## src/rtl/gte_pkg.sv

```systemverilog
package gte_pkg;

    localparam int TABLE_LEVELS = 19;
    localparam int DEPTH_W      = 5;
    localparam int COORD_W      = 32;
    localparam int CODE_W       = 40;
    localparam int NUM_CHARS    = 8;
    localparam int GROUP_BITS   = 5;

    typedef struct packed {
        logic signed [31:0] longitude;
        logic signed [31:0] latitude;
        logic        [23:0] tolerance;
    } point_t;

    typedef struct packed {
        logic [6:0] char_0;
        logic [6:0] char_1;
        logic [6:0] char_2;
        logic [6:0] char_3;
        logic [6:0] char_4;
        logic [6:0] char_5;
        logic [6:0] char_6;
        logic [6:0] char_7;
        logic [3:0] code_length;
    } code_t;

    localparam logic signed [31:0] LON_HALF = 32'sd1800000000;
    localparam logic signed [31:0] LAT_HALF = 32'sd900000000;
    localparam logic [31:0]        LON_SPAN = 32'd3600000000;
    localparam logic [31:0]        LAT_SPAN = 32'd1800000000;

    localparam logic [23:0] LEVEL_TOL [TABLE_LEVELS] = '{
        24'd5400000, 24'd2700000, 24'd1300000, 24'd680000, 24'd340000,
        24'd170000,  24'd85000,   24'd42000,   24'd21000,  24'd10000,
        24'd5300,    24'd2600,    24'd1300,    24'd650,    24'd320,
        24'd160,     24'd83,      24'd41,      24'd20
    };

    localparam logic [255:0] B32_ALPHABET = "0123456789bcdefghjkmnpqrstuvwxyz";

    localparam logic [6:0] CHAR_BANG = 7'h21;
    localparam logic [6:0] CHAR_NONE = 7'h00;

    function automatic logic [6:0] b32_char(input logic [4:0] idx);
        logic [7:0] c;
        c = B32_ALPHABET[8 * (31 - int'(idx)) +: 8];
        return c[6:0];
    endfunction

endpackage

```

## src/rtl/geohash_tile_encoder.sv

```systemverilog
// Pipeline from point beat to code beat: one input stage, one bisection stage per level,
// one character stage. Throughput: one point per cycle while code_ready is high;
// a full stage holds its beat only while the next is full and cannot drain.
// Reset (rst_n low, async): all stage valid bits and the output valid clear;
// data registers are not reset.
module geohash_tile_encoder
    import gte_pkg::*;
#(
    parameter int MAX_DEPTH = 19
)
(
    input  logic   clk,
    input  logic   rst_n,
    input  logic   point_valid,
    output logic   point_ready,
    input  point_t point,
    output logic   code_valid,
    input  logic   code_ready,
    output code_t  code
);

    localparam int BITS_W = 2 * MAX_DEPTH;

    logic                valid_reg   [0:MAX_DEPTH];
    logic                stage_ready [0:MAX_DEPTH+1];

    logic [COORD_W-1:0]  xr_reg      [0:MAX_DEPTH-1];
    logic [COORD_W-1:0]  yr_reg      [0:MAX_DEPTH-1];
    logic [COORD_W-1:0]  xr_next     [0:MAX_DEPTH-1];
    logic [COORD_W-1:0]  yr_next     [0:MAX_DEPTH-1];
    logic [BITS_W-1:0]   bits_reg    [0:MAX_DEPTH];
    logic [BITS_W-1:0]   bits_next   [0:MAX_DEPTH];
    logic [DEPTH_W-1:0]  depth_reg   [0:MAX_DEPTH];
    logic [DEPTH_W-1:0]  depth_next  [0:MAX_DEPTH];
    logic                oor_reg     [0:MAX_DEPTH];
    logic                oor_next    [0:MAX_DEPTH];

    logic                code_valid_reg;
    code_t               code_reg;
    code_t               code_next;

    // backpressure: a stage takes a beat when empty or when it drains this cycle
    always_comb
    begin
        stage_ready[MAX_DEPTH+1] = !code_valid_reg || code_ready;
        for (int k = MAX_DEPTH; k >= 0; k--)
        begin
            stage_ready[k] = !valid_reg[k] || stage_ready[k+1];
        end
    end

    assign point_ready = stage_ready[0];

    // input stage: range check, offset, depth from tolerance table
    always_comb
    begin
        logic [DEPTH_W-1:0] cnt;
        cnt = '0;
        for (int i = 0; i < MAX_DEPTH; i++)
        begin
            cnt = cnt + DEPTH_W'(point.tolerance <= LEVEL_TOL[i]);
        end
        depth_next[0] = cnt;
        oor_next[0]   = (point.longitude < -LON_HALF) || (point.longitude > LON_HALF) ||
                        (point.latitude  < -LAT_HALF) || (point.latitude  > LAT_HALF);
        xr_next[0]    = COORD_W'(point.longitude) + COORD_W'(LON_HALF);
        yr_next[0]    = COORD_W'(point.latitude)  + COORD_W'(LAT_HALF);
        bits_next[0]  = '0;
    end

    // one bisection level per stage; residual kept doubled against the full span
    for (genvar k = 1; k <= MAX_DEPTH; k++)
    begin : g_level
        logic [COORD_W:0] x2;
        logic [COORD_W:0] y2;
        logic             xb;
        logic             yb;

        always_comb
        begin
            x2 = {xr_reg[k-1], 1'b0};
            y2 = {yr_reg[k-1], 1'b0};
            xb = x2 >= {1'b0, LON_SPAN};
            yb = y2 >= {1'b0, LAT_SPAN};
            bits_next[k]  = (bits_reg[k-1] << 2) | BITS_W'({xb, yb});
            depth_next[k] = depth_reg[k-1];
            oor_next[k]   = oor_reg[k-1];
        end

        if (k < MAX_DEPTH)
        begin : g_resid
            always_comb
            begin
                xr_next[k] = xb ? COORD_W'(x2 - {1'b0, LON_SPAN}) : x2[COORD_W-1:0];
                yr_next[k] = yb ? COORD_W'(y2 - {1'b0, LAT_SPAN}) : y2[COORD_W-1:0];
            end
        end
    end

    // character stage
    always_comb
    begin
        logic [BITS_W-1:0] bits_m;
        logic [CODE_W-1:0] word;
        logic [2:0]        grp;
        logic [6:0]        chr [NUM_CHARS];
        bits_m = bits_reg[MAX_DEPTH];
        for (int l = 0; l < MAX_DEPTH; l++)
        begin
            if (DEPTH_W'(l) >= depth_reg[MAX_DEPTH])
            begin
                bits_m[BITS_W-1-2*l -: 2] = 2'b00;
            end
        end
        word = CODE_W'(bits_m) << (CODE_W - BITS_W);
        grp  = '0;
        for (int j = 1; j < NUM_CHARS; j++)
        begin
            grp = grp + 3'({depth_reg[MAX_DEPTH], 1'b0} >= 6'(GROUP_BITS * j));
        end
        for (int i = 0; i < NUM_CHARS; i++)
        begin
            if (oor_reg[MAX_DEPTH])
            begin
                chr[i] = (i == 0) ? CHAR_BANG : CHAR_NONE;
            end
            else if (3'(i) <= grp)
            begin
                chr[i] = b32_char(word[CODE_W-1-GROUP_BITS*i -: GROUP_BITS]);
            end
            else
            begin
                chr[i] = CHAR_NONE;
            end
        end
        code_next.char_0      = chr[0];
        code_next.char_1      = chr[1];
        code_next.char_2      = chr[2];
        code_next.char_3      = chr[3];
        code_next.char_4      = chr[4];
        code_next.char_5      = chr[5];
        code_next.char_6      = chr[6];
        code_next.char_7      = chr[7];
        code_next.code_length = oor_reg[MAX_DEPTH] ? 4'd1 : 4'(grp) + 4'd1;
    end

    always_ff @(posedge clk or negedge rst_n)
    begin
        if (!rst_n)
        begin
            for (int k = 0; k <= MAX_DEPTH; k++)
            begin
                valid_reg[k] <= 1'b0;
            end
            code_valid_reg <= 1'b0;
        end
        else
        begin
            if (stage_ready[0])
            begin
                valid_reg[0] <= point_valid;
            end
            for (int k = 1; k <= MAX_DEPTH; k++)
            begin
                if (stage_ready[k])
                begin
                    valid_reg[k] <= valid_reg[k-1];
                end
            end
            if (stage_ready[MAX_DEPTH+1])
            begin
                code_valid_reg <= valid_reg[MAX_DEPTH];
            end
        end
    end

    always_ff @(posedge clk)
    begin
        for (int k = 0; k <= MAX_DEPTH; k++)
        begin
            if (stage_ready[k])
            begin
                bits_reg[k]  <= bits_next[k];
                depth_reg[k] <= depth_next[k];
                oor_reg[k]   <= oor_next[k];
            end
        end
        for (int k = 0; k < MAX_DEPTH; k++)
        begin
            if (stage_ready[k])
            begin
                xr_reg[k] <= xr_next[k];
                yr_reg[k] <= yr_next[k];
            end
        end
        if (stage_ready[MAX_DEPTH+1])
        begin
            code_reg <= code_next;
        end
    end

    assign code_valid = code_valid_reg;
    assign code       = code_reg;

endmodule

```

## config.mk

```make
export PLATFORM = sky130hd
export DESIGN_NAME = geohash_tile_encoder
export DESIGN_NICKNAME = d
export VERILOG_FILES = /design/src/rtl/gte_pkg.sv /design/src/rtl/geohash_tile_encoder.sv
export SDC_FILE = /design/constraint.sdc
export NUM_CORES = 2
export LEC_CHECK = 0
export ABC_AREA = 1
export BUFFER_PORTS_ARGS = -buffer_cell sky130_fd_sc_hd__buf_4
export CAP_MARGIN = 20
export CELL_PAD_IN_SITES_DETAIL_PLACEMENT = 1
export CELL_PAD_IN_SITES_GLOBAL_PLACEMENT = 1
export CORE_ASPECT_RATIO = 1.2
export CORE_UTILIZATION = 51
export CTS_CLUSTER_SIZE = 12
export DETAILED_ROUTE_END_ITERATION = 8
export PLACE_DENSITY = 0.83
export SLEW_MARGIN = 20
export SYNTH_ARGS = -nofsm -noshare
export SYNTH_HDL_FRONTEND = slang
export SYNTH_SLANG_ARGS = --single-unit
```

## constraint.sdc

```tcl
create_clock -name clk -period 20.9 [get_ports clk]
set_input_delay 4.18 -clock clk [delete_from_list [all_inputs] [get_ports clk]]
set_output_delay 4.18 -clock clk [all_outputs]
set_load 0.02 [all_outputs]
```

* After elaboration in Yosys (flattened, before gate mapping)
Memories as Yosys holds them, arrays and structs flattened.
Index checks and enable logic that the tools add are counted.
W data, S select, Z words.
** Storage, ports and cells
- Memories kept :: 5
- RAM bits :: 2096
- Flip-flop bits (word level) :: 81
** Operators by class
- Bitwise gates (word level) :: 27
- Magnitude comparators :: 95
- Add/sub/neg operators :: 71
- Shift-type cells :: 8
- Multiplexer cells :: 96
- Reduce and logical (&&, ||, !) cells :: 53
** Memories
- bits_reg :: depth 20, width 38, read ports 20, clocked after memory_dff 0, write ports 20, RTL line geohash_tile_encoder.sv:31 : logic [BITS_W-1:0] bits_reg [0:MAX_DEPTH];
- xr_reg :: depth 19, width 32, read ports 19, clocked after memory_dff 0, write ports 19, RTL line geohash_tile_encoder.sv:27 : logic [COORD_W-1:0] xr_reg [0:MAX_DEPTH-1];
- yr_reg :: depth 19, width 32, read ports 19, clocked after memory_dff 0, write ports 19, RTL line geohash_tile_encoder.sv:28 : logic [COORD_W-1:0] yr_reg [0:MAX_DEPTH-1];
- depth_reg :: depth 20, width 5, read ports 20, clocked after memory_dff 0, write ports 20, RTL line geohash_tile_encoder.sv:33 : logic [DEPTH_W-1:0] depth_reg [0:MAX_DEPTH];
- oor_reg :: depth 20, width 1, read ports 20, clocked after memory_dff 0, write ports 20, RTL line geohash_tile_encoder.sv:35 : logic oor_reg [0:MAX_DEPTH];
** Operators with widths (number)
- $shiftx A256 B9 Y7 const A :: 8
- $mux W32 :: 36
- $or A38 B2 Y38 :: 19
- $ge A33 B31 Y1 const B :: 19
- $ge A33 B32 Y1 const B :: 19
- $sub A32 B31 Y32 const B :: 18
- $sub A32 B32 Y32 const B :: 18
- $add A5 B1 Y5 :: 14
- $sub A5 B5 Y6 const A :: 8
- $ge A4 B5 Y1 const A :: 8
- $mux W1 :: 40
- $mux W2 :: 19
- $add A32 B31 Y32 const B :: 1
- $add A32 B32 Y32 const B :: 1
- $gt A32 B31 Y1 const B :: 1
- $gt A32 B32 Y1 const B :: 1
- $lt A32 B31 Y1 const B :: 1
- $lt A32 B32 Y1 const B :: 1
- $le A24 B10 Y1 const B :: 1
- $le A24 B11 Y1 const B :: 1
- $le A24 B12 Y1 const B :: 1
- $le A24 B13 Y1 const B :: 1
- $le A24 B14 Y1 const B :: 1
- $le A24 B15 Y1 const B :: 1
- other kinds (35) :: 112

* Logic depth before layout (Yosys ltp)
- Depth after elaboration :: 24
- Gate-level depth with buffers :: 23
- Depth with buffers taken out :: 22

* Worst setup path after synthesis
Ideal clock, no wire load.
- Path type :: in2out
- Start point :: input port code_ready
- End point :: output port point_ready
- Arrival time :: 14590 ps
- Slack :: 2130 ps
- Stages on the path :: 12
- Cells stage by stage :: inv_1 > nand3_2 > nor2_2 > nand4_2 > nor2_4 > nand4_2 > nor2_2 > nand4_2 > nor2_2 > nand4_2 > nor2_2 > nand3_1
** RTL lines
- start, declared :: RTL line geohash_tile_encoder.sv:18 : input logic code_ready,
- end, declared :: RTL line geohash_tile_encoder.sv:15 : output logic point_ready,

==> results.ini <==
[logic_synthesis]
synth_enable_flop_cells=1515
syn_inst=6968
synth_area_um2=73900
synth.area.top_cells=edfxtp_1 (62%), nand2_1 (7.1%), xor2_1 (6.5%)
synth_top_area_frac=0.616
syn_area_per_cell_um2=10.6
ys_ff_latch=1536
synth.distinct_cells=66
synth_area_leader_cell=edfxtp_1
synth_flop_cell=edfxtp_1
synth_warnings=0
yosysSeqAreaShare=0.623
syn-num-nets=7160
synthArstFlopShare=0.0137

[critical_path]
rrSetupSlack_ns=15.38
critical_path.top_delay_family=simple AND/OR/NAND/NOR gates
path_depth=17
cpPeakStageDelay_ns=0.51
crit_fanout=75
crit_type=in2out
slowest_stage=nand3_4
arrival_ns=8.76
r2r-end=code[54]
cp.required_ns=16.72
crit_path_end_kind=output pin
worst-path-buf-inv=6
rr_startpoint=depth_reg[4][19]
cp_cell_sequence=buf_4 > inv_1 > nand3_4 > nor2_2 > nand4_4 > nor2_4 > nand4_4 > buf_4 > nor2_2 > nand4_4 > buf_4 > nor2_2 > nand4_4 > nor2_2 > nand3_4 > buf_4 > buf_4
cp_common_cell=buf_4
crit_start=code_ready
critPathLaunchType=primary input
worst-r2r-cell-count=18

[timing]
relSlewSlack=0.282
max_freq_ghz=0.0773
hold_ws_ns=0.403
skew_ns=0.0315
tightest_slew_ns=1.08
rsz0062_at_grt=no
hold_viol_final=0
timing.final.crit_share=0.619
setup_tns_ns=0
setup_slack_ns=7.96
fin_crit_ns=12.94
setup_viol=0
slew_viol_final=0

[detailed_routing]
detail_route.wl_per_cell_um=20.0
drt_first_pass_iters=5
drt_iter0_markers=2501
route.detailed.drc=0
ant_nets=0
finalWirelength_um=185000
via_count=50436
viasPerCell=5.45

[floorplan]
fp.dieW_um=350
chipHeight_um=419
fp-row-count=152
dieArea_um2=146000
start_util=0.515
coreArea_um2=143000
pin_count=154

[final_layout]
syn_to_final_growth_pct=11.5
fin_area_um2=82400
largest_reg_flops=482
layout.cells.non_filler=9259
drive_gt1_frac=0.0645
num_antenna_cells=0
final_nets=7416

[grt]
grt_antenna_before_repair=0
gr-total-overflow=0
grt_max_degree=85
grt_pass1_vias=56051
grt_pass1_wl_um=292000
track_usage=0.253

[job]
cap_violations=0

[pwr]
powerDensity_nw_per_um2=173
vdd_drop_max_mv=0.0983
p_leak_uw=0.0346

[placed_design]
dp_hpwl_um=135000
globalplace.congestion=0.937
placed_cells=8988
placed_area_um2=77300
portBuffers=153
dp_slack_ns=7.41

[cts]
clk_pin_slew_ns=0.06
hold_buffers=0
cts_buffer_depth=3
htreeDepth=4
cts_setup_buffers=0
cts.sinks=1536
cts_root_buf=clkbuf_16
cts_buffers=158
cts_resized=0
clk-insertion-delay-late_ns=0.81
cts_tree=yes

[run_status]
status=finished clean

[hold_path]
hold_depth=0
min-delay-start=bits_reg[2][82]
hold_end=bits_reg[2][122]
hold_class=reg2reg

[layout make-up]
| type | instances | area [um2] |
|---|---|---|
| clock buffer | 222 | 4290 |
| clock inverter | 48 | 714 |
| fill | 15371 | 61000 |
| inverter | 1060 | 3980 |
| multi-input combinational | 4283 | 23600 |
| sequential | 1536 | 46000 |
| tap | 1925 | 2410 |
| timing repair buffer | 185 | 1390 |
[placed cells by master, fill, tap and decap left out, types with 9 or more instances in the layout]
cell and n:
or2_2 20, ha_1 83, xor2_1 550, buf_4 184, fa_1 17, clkbuf_16 158
clkinv_1 14, clkbuf_8 10, clkbuf_1 54, inv_2 17, o21ai_1 25, o211ai_1 28
edfxtp_1 1515, nand4_1 103, nand2_1 1388, dfrtp_1 21, a31oi_1 41, nor2_1 549
clkinv_2 12, a21oi_1 322, nand2_2 12, xnor2_1 170, o21ai_0 327, nor4_1 86
nand3_1 305, nand3b_1 23, inv_1 1041, a211oi_1 16, o32ai_1 9, nor3_1 98
[synthesized netlist by cell type (all sizes together) (5+ instances only)]
cell type  instances
edfxtp          1515
nand2           1402
inv             1060
nor2             557
xor2             550
o21ai            355
a21oi            326
nand3            311
xnor2            170
nand4            107
nor3              98
nor4              86
ha                83
buf               54
a31oi             41
clkbuf            35
o211ai            28
nand3b            23
dfrtp             21
or2               20
fa                17
a211oi            16
o22ai             10
o32ai              9
o31ai              8
o21a               7
o21bai             7
a311oi             6
a21boi             5
a41oi              5
o2111ai            5
[per-stage QoR]
| stage | total power, uW | utilization |
|---|---|---|
| 3_5_place_dp | 11400 | 0.539 |
| 6_report | 14300 | 0.575 |
| 3_3_place_gp | 10800 | 0.539 |
| 5_1_grt | 15100 | 0.575 |
| 2_1_floorplan | 9680 | - |
| 4_1_cts | 14300 | 0.574 |
[where the power goes]
part / leakage, uW / internal, uW / switching [uW] / total (uW)
clock: 0.00241 / 1550 / 1220 / 2770
combinational: 0.0164 / 1660 / 3420 / 5080
sequential: 0.0159 / 5460 / 963 / 6420
[routing by layer]
metal / vias up / wire (um) / global-route usage
li1: 23955 / - / -
met1: 24893 / 62800 / 0.236
met2: 1054 / 107000 / 0.516
met3: 534 / 5350 / 0.0332
met4: 0 / 9960 / 0.136
met5: - / 0 / 0
[worst max-delay path by stage]
stage	to	slack, ns
after floorplan	point_ready	2.13
after global placement	point_ready	7.77
after detailed placement	point_ready	7.41
after CTS	point_ready	7.35
after global routing	point_ready	7.60
final	point_ready	7.96
[cells by family (layout without fill, tap and decap cells)]
group / after synthesis / in the layout / synth area share
and+or+nand+nor: 2617 / 2617 / 0.150
DFF: 1536 / 1536 / 0.623
buffers and inverters: 1149 / 1515 / 0.0597
AOI/OAI and AO/OA: 846 / 846 / 0.0634
xor gates and xnor gates: 720 / 720 / 0.0853
adders and majority gates: 100 / 100 / 0.0187
No activity file was read; power rests on OpenSTA's default activity.
